`src/sv/nqse_pkg.sv`:
```
`timescale 1ns / 1ps
`default_nettype none
// ----------------------------------------------------------------------------
// nqse_pkg
// Shared types and constants for the N-queens solution enumerator.
// ----------------------------------------------------------------------------
package nqse_pkg;

   localparam int COL_W   = 4;    // bits of one row's column index
   localparam int COUNT_W = 10;   // solution count width
   localparam int BSIZE_W = 4;    // board_size register width
   localparam int CSR_DATA_W = 32;
   localparam int CSR_ADDR_W = 3;

   localparam logic [COUNT_W-1:0] COUNT_MAX = 10'd1023;
   localparam logic [BSIZE_W-1:0] BOARD_SIZE_RESET = 4'd10;

   // register index, as decoded from paddr[2]
   localparam logic REG_BOARD_SIZE = 1'b0;

   // per-row command from the search controller
   typedef struct packed {
      logic clear;   // empty the row (restart or reconfigure)
      logic place;   // set the queen to the offered column
      logic drop;    // remove the queen (backtrack)
   } cell_ctrl_type;

endpackage
`default_nettype wire

```
`src/sv/nqse_row_cell.sv`:
```
`timescale 1ns / 1ps
`default_nettype none
// ----------------------------------------------------------------------------
// nqse_row_cell
// One board row: holds its queen as a one-hot column and passes the attack
// masks (column, up-diagonal, down-diagonal) to the row above, registered.
// ----------------------------------------------------------------------------
module nqse_row_cell
   import nqse_pkg::*;
#(
   parameter int MAX_SIZE = 10
) (
   input  wire logic                clock,
   input  wire logic                reset,
   input  wire cell_ctrl_type       ctrl,
   input  wire logic [MAX_SIZE-1:0] place_col,
   input  wire logic [MAX_SIZE-1:0] in_col,
   input  wire logic [MAX_SIZE-1:0] in_up,
   input  wire logic [MAX_SIZE-1:0] in_dn,
   output logic      [MAX_SIZE-1:0] out_col,
   output logic      [MAX_SIZE-1:0] out_up,
   output logic      [MAX_SIZE-1:0] out_dn,
   output logic      [MAX_SIZE-1:0] free,
   output logic      [MAX_SIZE-1:0] queen,
   output logic      [COL_W-1:0]    queen_idx
);

   logic [MAX_SIZE-1:0] queen_ff, queen_in;
   logic [MAX_SIZE-1:0] col_ff, up_ff, dn_ff;
   logic [MAX_SIZE-1:0] up_mark, dn_mark;

   always_comb begin
      queen_in = queen_ff;
      if (ctrl.clear || ctrl.drop) begin
         queen_in = '0;
      end else if (ctrl.place) begin
         queen_in = place_col;
      end
   end

   // diagonals move one column per row
   assign up_mark = in_up | queen_in;
   assign dn_mark = in_dn | queen_in;

   always_ff @(posedge clock) begin
      if (reset) begin
         queen_ff <= '0;
         col_ff   <= '0;
         up_ff    <= '0;
         dn_ff    <= '0;
      end else begin
         queen_ff <= queen_in;
         col_ff   <= in_col | queen_in;
         up_ff    <= {up_mark[MAX_SIZE-2:0], 1'b0};
         dn_ff    <= {1'b0, dn_mark[MAX_SIZE-1:1]};
      end
   end

   always_comb begin
      queen_idx = '0;
      for (int i = 0; i < MAX_SIZE; i++) begin
         if (queen_ff[i]) begin
            queen_idx = queen_idx | COL_W'(i);
         end
      end
   end

   assign free    = ~(in_col | in_up | in_dn);
   assign queen   = queen_ff;
   assign out_col = col_ff;
   assign out_up  = up_ff;
   assign out_dn  = dn_ff;

`ifndef ASSERT_OFF
   a_queen_onehot: assert property (@(posedge clock) disable iff (reset)
      $onehot0(queen_ff))
      else $error("row holds more than one queen");

   a_place_safe: assert property (@(posedge clock) disable iff (reset)
      ctrl.place |-> ($onehot(place_col) && ((place_col & ~free) == '0)))
      else $error("queen placed on an attacked square");

   a_clear_empties: assert property (@(posedge clock) disable iff (reset)
      (ctrl.clear || ctrl.drop) |=> (queen_ff == '0))
      else $error("row still holds a queen after clear or drop");
`endif

endmodule
`default_nettype wire

```
`src/sv/n_queens_solution_enumerator.sv`:
```
`timescale 1ns / 1ps
`default_nettype none
// ----------------------------------------------------------------------------
// n_queens_solution_enumerator
// Depth-first N-queens search over a chain of row cells; each request
// returns the next solution, or not-found once the search is exhausted.
// ----------------------------------------------------------------------------
// Flow: an accepted request enters S_SEARCH, where each step places a queen,
// backtracks a row, or ends the search; S_FINISH then registers rsp_valid.
// An exhausted search goes from S_IDLE straight to S_FINISH. One request at a
// time; a stalled result holds the search in its last state.
// Reset: board_size returns to 10, the board, count and exhausted flag clear.
// A board_size write in S_IDLE clears the search like a restart; others are dropped.
module n_queens_solution_enumerator
   import nqse_pkg::*;
#(
   parameter int MAX_SIZE = 10
) (
   input  wire logic                    clock,
   input  wire logic                    reset,
   // requests
   input  wire logic                    req_valid,
   output logic                         req_ready,
   input  wire logic                    req_restart,
   // results
   output logic                         rsp_valid,
   input  wire logic                    rsp_ready,
   output logic                         rsp_found,
   output logic [COL_W*MAX_SIZE-1:0]    rsp_placement,
   output logic [COUNT_W-1:0]           rsp_solutions_so_far,
   // configuration
   input  wire logic                    csr_psel,
   input  wire logic                    csr_penable,
   input  wire logic                    csr_pwrite,
   input  wire logic [CSR_ADDR_W-1:0]   csr_paddr,
   input  wire logic [CSR_DATA_W-1:0]   csr_pwdata,
   output logic [CSR_DATA_W-1:0]        csr_prdata,
   output logic                         csr_pready
);

   localparam int ROW_W   = (MAX_SIZE > 1) ? $clog2(MAX_SIZE) : 1;
   localparam int DEPTH_W = $clog2(MAX_SIZE + 1);

   typedef enum logic [1:0] {S_IDLE, S_SEARCH, S_FINISH} state_type;

   state_type                 state_ff, state_in;
   logic [BSIZE_W-1:0]        board_size_ff, board_size_in;
   logic [DEPTH_W-1:0]        depth_ff, depth_in;
   logic [MAX_SIZE-1:0]       allow_ff, allow_in;
   logic [COUNT_W-1:0]        count_ff, count_in;
   logic                      exhausted_ff, exhausted_in;
   logic                      hit_ff, hit_in;
   logic                      rsp_valid_ff, rsp_valid_in;
   logic                      rsp_found_ff, rsp_found_in;
   logic [COL_W*MAX_SIZE-1:0] rsp_placement_ff, rsp_placement_in;
   logic [COUNT_W-1:0]        rsp_count_ff, rsp_count_in;

   logic                      cfg_wr;
   logic [BSIZE_W-1:0]        n_eff;
   logic [DEPTH_W-1:0]        n_depth;
   logic [MAX_SIZE-1:0]       valid_cols;
   logic                      at_full;
   logic [MAX_SIZE-1:0]       cur_free, cand, pick;
   logic [DEPTH_W-1:0]        prev_row;
   logic [MAX_SIZE-1:0]       prev_q;
   logic                      clear_en, place_en, pop_en;
   logic                      slot_free;
   logic [COL_W*MAX_SIZE-1:0] packed_board;

   logic [MAX_SIZE-1:0] col_link  [MAX_SIZE];
   logic [MAX_SIZE-1:0] up_link   [MAX_SIZE];
   logic [MAX_SIZE-1:0] dn_link   [MAX_SIZE];
   logic [MAX_SIZE-1:0] free_vec  [MAX_SIZE];
   logic [MAX_SIZE-1:0] queen_vec [MAX_SIZE];
   logic [COL_W-1:0]    idx_vec   [MAX_SIZE];

   // ---- row chain ----
   for (genvar r = 0; r < MAX_SIZE; r++) begin : g_row
      cell_ctrl_type       ctrl;
      logic [MAX_SIZE-1:0] in_col, in_up, in_dn;

      assign ctrl.clear = clear_en;
      assign ctrl.place = place_en && (depth_ff == DEPTH_W'(r));
      assign ctrl.drop  = pop_en && (prev_row == DEPTH_W'(r));

      if (r == 0) begin : g_base
         assign in_col = '0;
         assign in_up  = '0;
         assign in_dn  = '0;
      end else begin : g_link
         assign in_col = col_link[r-1];
         assign in_up  = up_link[r-1];
         assign in_dn  = dn_link[r-1];
      end

      nqse_row_cell #(.MAX_SIZE(MAX_SIZE)) u_cell (
         .clock     (clock),
         .reset     (reset),
         .ctrl      (ctrl),
         .place_col (pick),
         .in_col    (in_col),
         .in_up     (in_up),
         .in_dn     (in_dn),
         .out_col   (col_link[r]),
         .out_up    (up_link[r]),
         .out_dn    (dn_link[r]),
         .free      (free_vec[r]),
         .queen     (queen_vec[r]),
         .queen_idx (idx_vec[r])
      );
   end

   always_comb begin
      packed_board = '0;
      for (int r = 0; r < MAX_SIZE; r++) begin
         packed_board[r*COL_W +: COL_W] = idx_vec[r];
      end
   end

   // ---- search control ----
   assign cfg_wr = csr_psel && csr_penable && csr_pwrite && csr_pready
                   && (csr_paddr[2] == REG_BOARD_SIZE);

   always_comb begin
      if (board_size_ff == '0) begin
         n_eff = BSIZE_W'(1);
      end else if (board_size_ff > BSIZE_W'(MAX_SIZE)) begin
         n_eff = BSIZE_W'(MAX_SIZE);
      end else begin
         n_eff = board_size_ff;
      end
   end

   assign n_depth = DEPTH_W'(n_eff);

   always_comb begin
      for (int i = 0; i < MAX_SIZE; i++) begin
         valid_cols[i] = (BSIZE_W'(i) < n_eff);
      end
   end

   assign at_full  = (depth_ff == n_depth);
   assign cur_free = free_vec[depth_ff[ROW_W-1:0]];
   assign cand     = cur_free & valid_cols & allow_ff;
   assign pick     = cand & (~cand + MAX_SIZE'(1));
   assign prev_row = depth_ff - DEPTH_W'(1);
   assign prev_q   = queen_vec[prev_row[ROW_W-1:0]];
   assign slot_free = !rsp_valid_ff || rsp_ready;

   always_comb begin
      state_in         = state_ff;
      board_size_in    = board_size_ff;
      depth_in         = depth_ff;
      allow_in         = allow_ff;
      count_in         = count_ff;
      exhausted_in     = exhausted_ff;
      hit_in           = hit_ff;
      rsp_valid_in     = rsp_valid_ff && !rsp_ready;
      rsp_found_in     = rsp_found_ff;
      rsp_placement_in = rsp_placement_ff;
      rsp_count_in     = rsp_count_ff;
      clear_en         = 1'b0;
      place_en         = 1'b0;
      pop_en           = 1'b0;

      case (state_ff)
         S_IDLE: begin
            if (cfg_wr) begin
               board_size_in = csr_pwdata[BSIZE_W-1:0];
               clear_en      = 1'b1;
               depth_in      = '0;
               allow_in      = '1;
               count_in      = '0;
               exhausted_in  = 1'b0;
            end else if (req_valid) begin
               if (req_restart) begin
                  clear_en     = 1'b1;
                  depth_in     = '0;
                  allow_in     = '1;
                  count_in     = '0;
                  exhausted_in = 1'b0;
               end
               if (req_restart || !exhausted_ff) begin
                  state_in = S_SEARCH;
               end else begin
                  hit_in   = 1'b0;
                  state_in = S_FINISH;
               end
            end
         end
         S_SEARCH: begin
            if (at_full || cand == '0) begin
               if (!at_full && depth_ff == '0) begin
                  exhausted_in = 1'b1;
                  hit_in       = 1'b0;
                  state_in     = S_FINISH;
               end else begin
                  // backtrack: resume the row below just past its queen
                  pop_en   = 1'b1;
                  allow_in = ~(prev_q | (prev_q - MAX_SIZE'(1)));
                  depth_in = prev_row;
               end
            end else begin
               place_en = 1'b1;
               allow_in = '1;
               depth_in = depth_ff + DEPTH_W'(1);
               if (depth_ff + DEPTH_W'(1) == n_depth) begin
                  hit_in = 1'b1;
                  if (count_ff != COUNT_MAX) begin
                     count_in = count_ff + COUNT_W'(1);
                  end
                  state_in = S_FINISH;
               end
            end
         end
         S_FINISH: begin
            if (slot_free) begin
               rsp_valid_in     = 1'b1;
               rsp_found_in     = hit_ff;
               rsp_placement_in = hit_ff ? packed_board : '0;
               rsp_count_in     = count_ff;
               state_in         = S_IDLE;
            end
         end
         default: begin
            state_in = S_IDLE;
         end
      endcase
   end

   always_ff @(posedge clock) begin
      if (reset) begin
         state_ff      <= S_IDLE;
         board_size_ff <= BOARD_SIZE_RESET;
         depth_ff      <= '0;
         allow_ff      <= '1;
         count_ff      <= '0;
         exhausted_ff  <= 1'b0;
         hit_ff        <= 1'b0;
         rsp_valid_ff  <= 1'b0;
      end else begin
         state_ff      <= state_in;
         board_size_ff <= board_size_in;
         depth_ff      <= depth_in;
         allow_ff      <= allow_in;
         count_ff      <= count_in;
         exhausted_ff  <= exhausted_in;
         hit_ff        <= hit_in;
         rsp_valid_ff  <= rsp_valid_in;
      end
      rsp_found_ff     <= rsp_found_in;
      rsp_placement_ff <= rsp_placement_in;
      rsp_count_ff     <= rsp_count_in;
   end

   assign req_ready            = (state_ff == S_IDLE) && !cfg_wr;
   assign rsp_valid            = rsp_valid_ff;
   assign rsp_found            = rsp_found_ff;
   assign rsp_placement        = rsp_placement_ff;
   assign rsp_solutions_so_far = rsp_count_ff;
   assign csr_pready           = 1'b1;
   assign csr_prdata = (csr_paddr[2] == REG_BOARD_SIZE)
                       ? CSR_DATA_W'(board_size_ff) : '0;

`ifndef ASSERT_OFF
   a_depth_bound: assert property (@(posedge clock) disable iff (reset)
      depth_ff <= n_depth)
      else $error("search depth beyond board size");

   a_exhausted_empty: assert property (@(posedge clock) disable iff (reset)
      exhausted_ff |-> (depth_ff == '0))
      else $error("exhausted with queens still on the board");

   a_found_counted: assert property (@(posedge clock) disable iff (reset)
      (rsp_valid_ff && rsp_found_ff) |-> (rsp_count_ff != '0))
      else $error("solution returned with zero count");
`endif

endmodule
`default_nettype wire
```
`config.mk`:
```
export PLATFORM = sky130hd
export DESIGN_NAME = n_queens_solution_enumerator
export DESIGN_NICKNAME = d
export VERILOG_FILES = /design/src/sv/nqse_pkg.sv /design/src/sv/nqse_row_cell.sv /design/src/sv/n_queens_solution_enumerator.sv
export SDC_FILE = /design/constraint.sdc
export NUM_CORES = 1
export LEC_CHECK = 0
export BUFFER_PORTS_ARGS = -buffer_cell sky130_fd_sc_hd__buf_2
export CAP_MARGIN = 25
export CELL_PAD_IN_SITES_DETAIL_PLACEMENT = 1
export CELL_PAD_IN_SITES_GLOBAL_PLACEMENT = 2
export CORE_MARGIN = 2
export CORE_UTILIZATION = 41
export DETAILED_ROUTE_END_ITERATION = 6
export HOLD_SLACK_MARGIN = 0.08
export MAX_ROUTING_LAYER = met4
export PLACE_DENSITY_LB_ADDON = 0.1
export SLEW_MARGIN = 10
export SYNTH_ARGS = -nofsm -noshare
export SYNTH_HDL_FRONTEND = slang
export SYNTH_SLANG_ARGS = --single-unit
export TNS_END_PERCENT = 5
```
`constraint.sdc`:
```
create_clock -name clock -period 9.4 [get_ports clock]
set_input_delay 0.94 -clock clock [delete_from_list [all_inputs] [get_ports clock]]
set_output_delay 0.94 -clock clock [all_outputs]
set_load 0.01 [all_outputs]
```
==> impl_metrics.tcl <==
set metrics [dict create \
    routed_wl_um 56110 \
    io_buffer_count 69 \
    dpl.hpwl_um 41770 \
    boundaryPins 129 \
    synth_edf_count 51 \
    synth_cell_types 83 \
    slowest_delay_ns 0.93 \
    rows 73 \
    drt_iter0_markers 837 \
    tritoncts "yes" \
    dieArea_sq_um 42110 \
    power_density_nw_per_um2 194.9 \
    vias 12850 \
    netlist.area_leader.share_pct 41.13 \
    cts_sinks 392 \
    htreeDepth 2 \
    syn2layout_area_growth_pct 12.62 \
    cts_resized 0 \
    cts_hold_buf 0 \
    insertion_delay_ns 0.59 \
    clk_pin_slew_ns 0.06 \
    yosys-top-cells-count "341 x dfxtp_1, 254 x inv_1, 184 x o21ai_0" \
    synthMostInstantiatedCell "dfxtp_1" \
    timing.fmax_ghz 0.1802 \
    initial_core_util_pct 41.68 \
    synthFlopType "dfxtp_1" \
    avgSynthCellArea_sq_um 9.672 \
    slew_violations 0 \
    synth.area.top_cells "dfxtp_1 41%, edfxtp_1 9.2%, inv_1 5.7%" \
    yosysSeqAreaShare_pct 50.36 \
    dp_worst_setup_slack_ns 3.801 \
    timing.final.crit_share_pct 59.04 \
    routed_via_density 5.503 \
    rsz0062_at_grt "no" \
    chipWidth_um 205.2 \
    crit_chain "nor4b_1, o32ai_1, a2111oi_1, o211ai_1, nand4b_2, buf_4, o21ai_4, buf_16, a31oi_1, nand2_1, o21ai_0" \
    grt_max_degree 112 \
    final_hold_viol_count 0 \
    overflow 0 \
    cap_viol_max_count 0 \
    core_area_sq_um 39820 \
    grt_pass1_wl_um 84010 \
    ant_nets 0 \
    grt_usage_pct 27.95 \
    drive_gt1_share_pct 15.92 \
    arrival_ns 6.04 \
    hold_class "reg2reg" \
    place_area_sq_um 17290 \
    setup-tns-final_ns 0 \
    die_y_um 205.2 \
    dp_cells 2248 \
    relSlewSlack_pct 28.22 \
    route.detailed.drc 0 \
    postCtsSetupBuffers 0 \
    synth_area_sq_um 16600 \
    power.total_w 0.003643 \
    first_global_vias 12956 \
    ys_seq_elements 392 \
    setup_violations 0 \
    dr.pass1.iters 5 \
    synth_top_area_cell "dfxtp_1" \
    place.gp.congestion 0.8998 \
    nNetsFinal 1823 \
    cp.required_ns 9.89 \
    startpoint_type "register" \
    cpMaxStageDelayCell "nor4b_1" \
    skew_ns 0.02164 \
    crit_type "reg2reg" \
    async_reset_ff_share_pct 0 \
    yosysWarnings 0 \
    cts-root-buf "clkbuf_16" \
    period_minus_slack_ns 5.550 \
    numCtsBuffers 45 \
    fin_area_sq_um 18690 \
    status "finished, final reports clean" \
    p_leak_nw 7.682 \
    critPathMaxFanout 28 \
    stdcell_count 2335 \
    synthCells 1716 \
    setup_slack_ns 3.850 \
    clockBufferDepth 3 \
    setup.worst_path.end_class "register" \
    antenna_found_initial 3 \
    max-vdd-ir-drop_v 0.0001307 \
    max_slew.worst_pin.slew_ns 1.062 \
    wire_per_inst_um 24.03 \
]
[logic make-up (layout without fill, tap and decap cells)]
family | count (synthesis) | in the layout | synth area share (%)
mux | 137 | 137 | 10.37
other cells | 2 | 30 | 0.04525
buf+inv | 362 | 428 | 9.363
fa+ha+maj | 8 | 8 | 0.5880
compound gates | 394 | 394 | 15.91
xor+xnor | 9 | 9 | 0.4749
simple gates | 412 | 412 | 12.89
flops | 392 | 392 | 50.36
[layout by cell type, fill, tap and decap left out, drive strengths merged, types with 7 or more instances in the layout]
cell type	synthesis	final
nor2b	11	11
o22ai	15	15
or2	9	9
or4	15	15
nor4	36	36
a211oi	9	9
nor2	84	84
a311oi	9	9
inv	254	258
o221ai	7	7
mux2i	50	50
and3	27	27
o41a	20	20
o31ai	10	10
nand2	116	116
clkbuf	51	60
ha	7	7
mux4	21	21
nand3	22	22
o22a	9	9
or3	7	7
conb	2	29
a21oi	28	28
a41oi	7	7
nor3	28	28
edfxtp	51	51
buf	57	91
mux2	66	66
o21ai	200	200
a31oi	17	17
clkinv	0	18
o21a	20	20
dfxtp	341	341
nand2b	30	30
[per-layer routing]
layer / share of wire (%) / track usage (%)
met2: 47 / 45.17
met3: 4.8 / 3.722
met4: 2.4 / 8.248
met5: 0 / -
met1: 45 / 36.69
[worst paths after layout]
| path | start | end | slack [ns] | cells past startpoint |
|---|---|---|---|---|
| worst max-delay path | depth_ff[1] | g_row[8].u_cell.out_up[6] | 3.85 | 11 |
| worst min-delay path | g_row[7].u_cell.out_col[2] | g_row[8].u_cell.out_col[2] | 0.46 | 2 |
| worst max register to register | depth_ff[1] | g_row[8].u_cell.out_up[6] | 3.85 | 11 |
| worst min register to register | g_row[7].u_cell.out_col[2] | g_row[8].u_cell.out_col[2] | 0.46 | 2 |
[report_power, final]
part	internal, W	switching [W]
registers	0.00171	0.0000169
logic	0.0000819	0.000204
clock network	0.000916	0.000712
total	0.00271	0.000933
[state kept, by name (all words and copies together), names as in the netlist, 4 cells and up]
register              count
rsp_placement            40
board_size_ff             4
allow_ff                 10
g_row.u_cell.queen       75
g_row.u_cell.out_col     80
g_row.u_cell.out_up      73
depth_ff                  4
g_row.u_cell.out_dn      80
count_ff                 10
rsp_solutions_so_far     10
[final cells by class]
class,count,area (sq um)
Tap cell,525,656.9
Antenna cell,1,2.502
Clock inverter,23,128.9
Multi-Input combinational cell,989,6814
Sequential cell,392,8362
Clock buffer,60,1222
Inverter,254,953.4
Timing Repair Buffer,91,551.8
Fill cell,4534,21130
[worst max-delay path, delay by kind of cell, from the launching register on]
family                 cells  cell delay, ns
AO/OA/AOI/OAI              6            2.50
AND/OR/NAND/NOR            3            1.47
buffers and inverters      2            0.56
flip-flops                 1            0.89
[through the flow]
stage          utilization, %  hold WS [ns]
4_1_cts                 46.81        0.4631
6_report                46.94        0.4616
2_1_floorplan               -        0.4340
5_1_grt                 46.94        0.4830
3_5_place_dp            43.42        0.4551
3_3_place_gp            43.35        0.4456
Note: power is estimated with default switching activity, not from simulation.
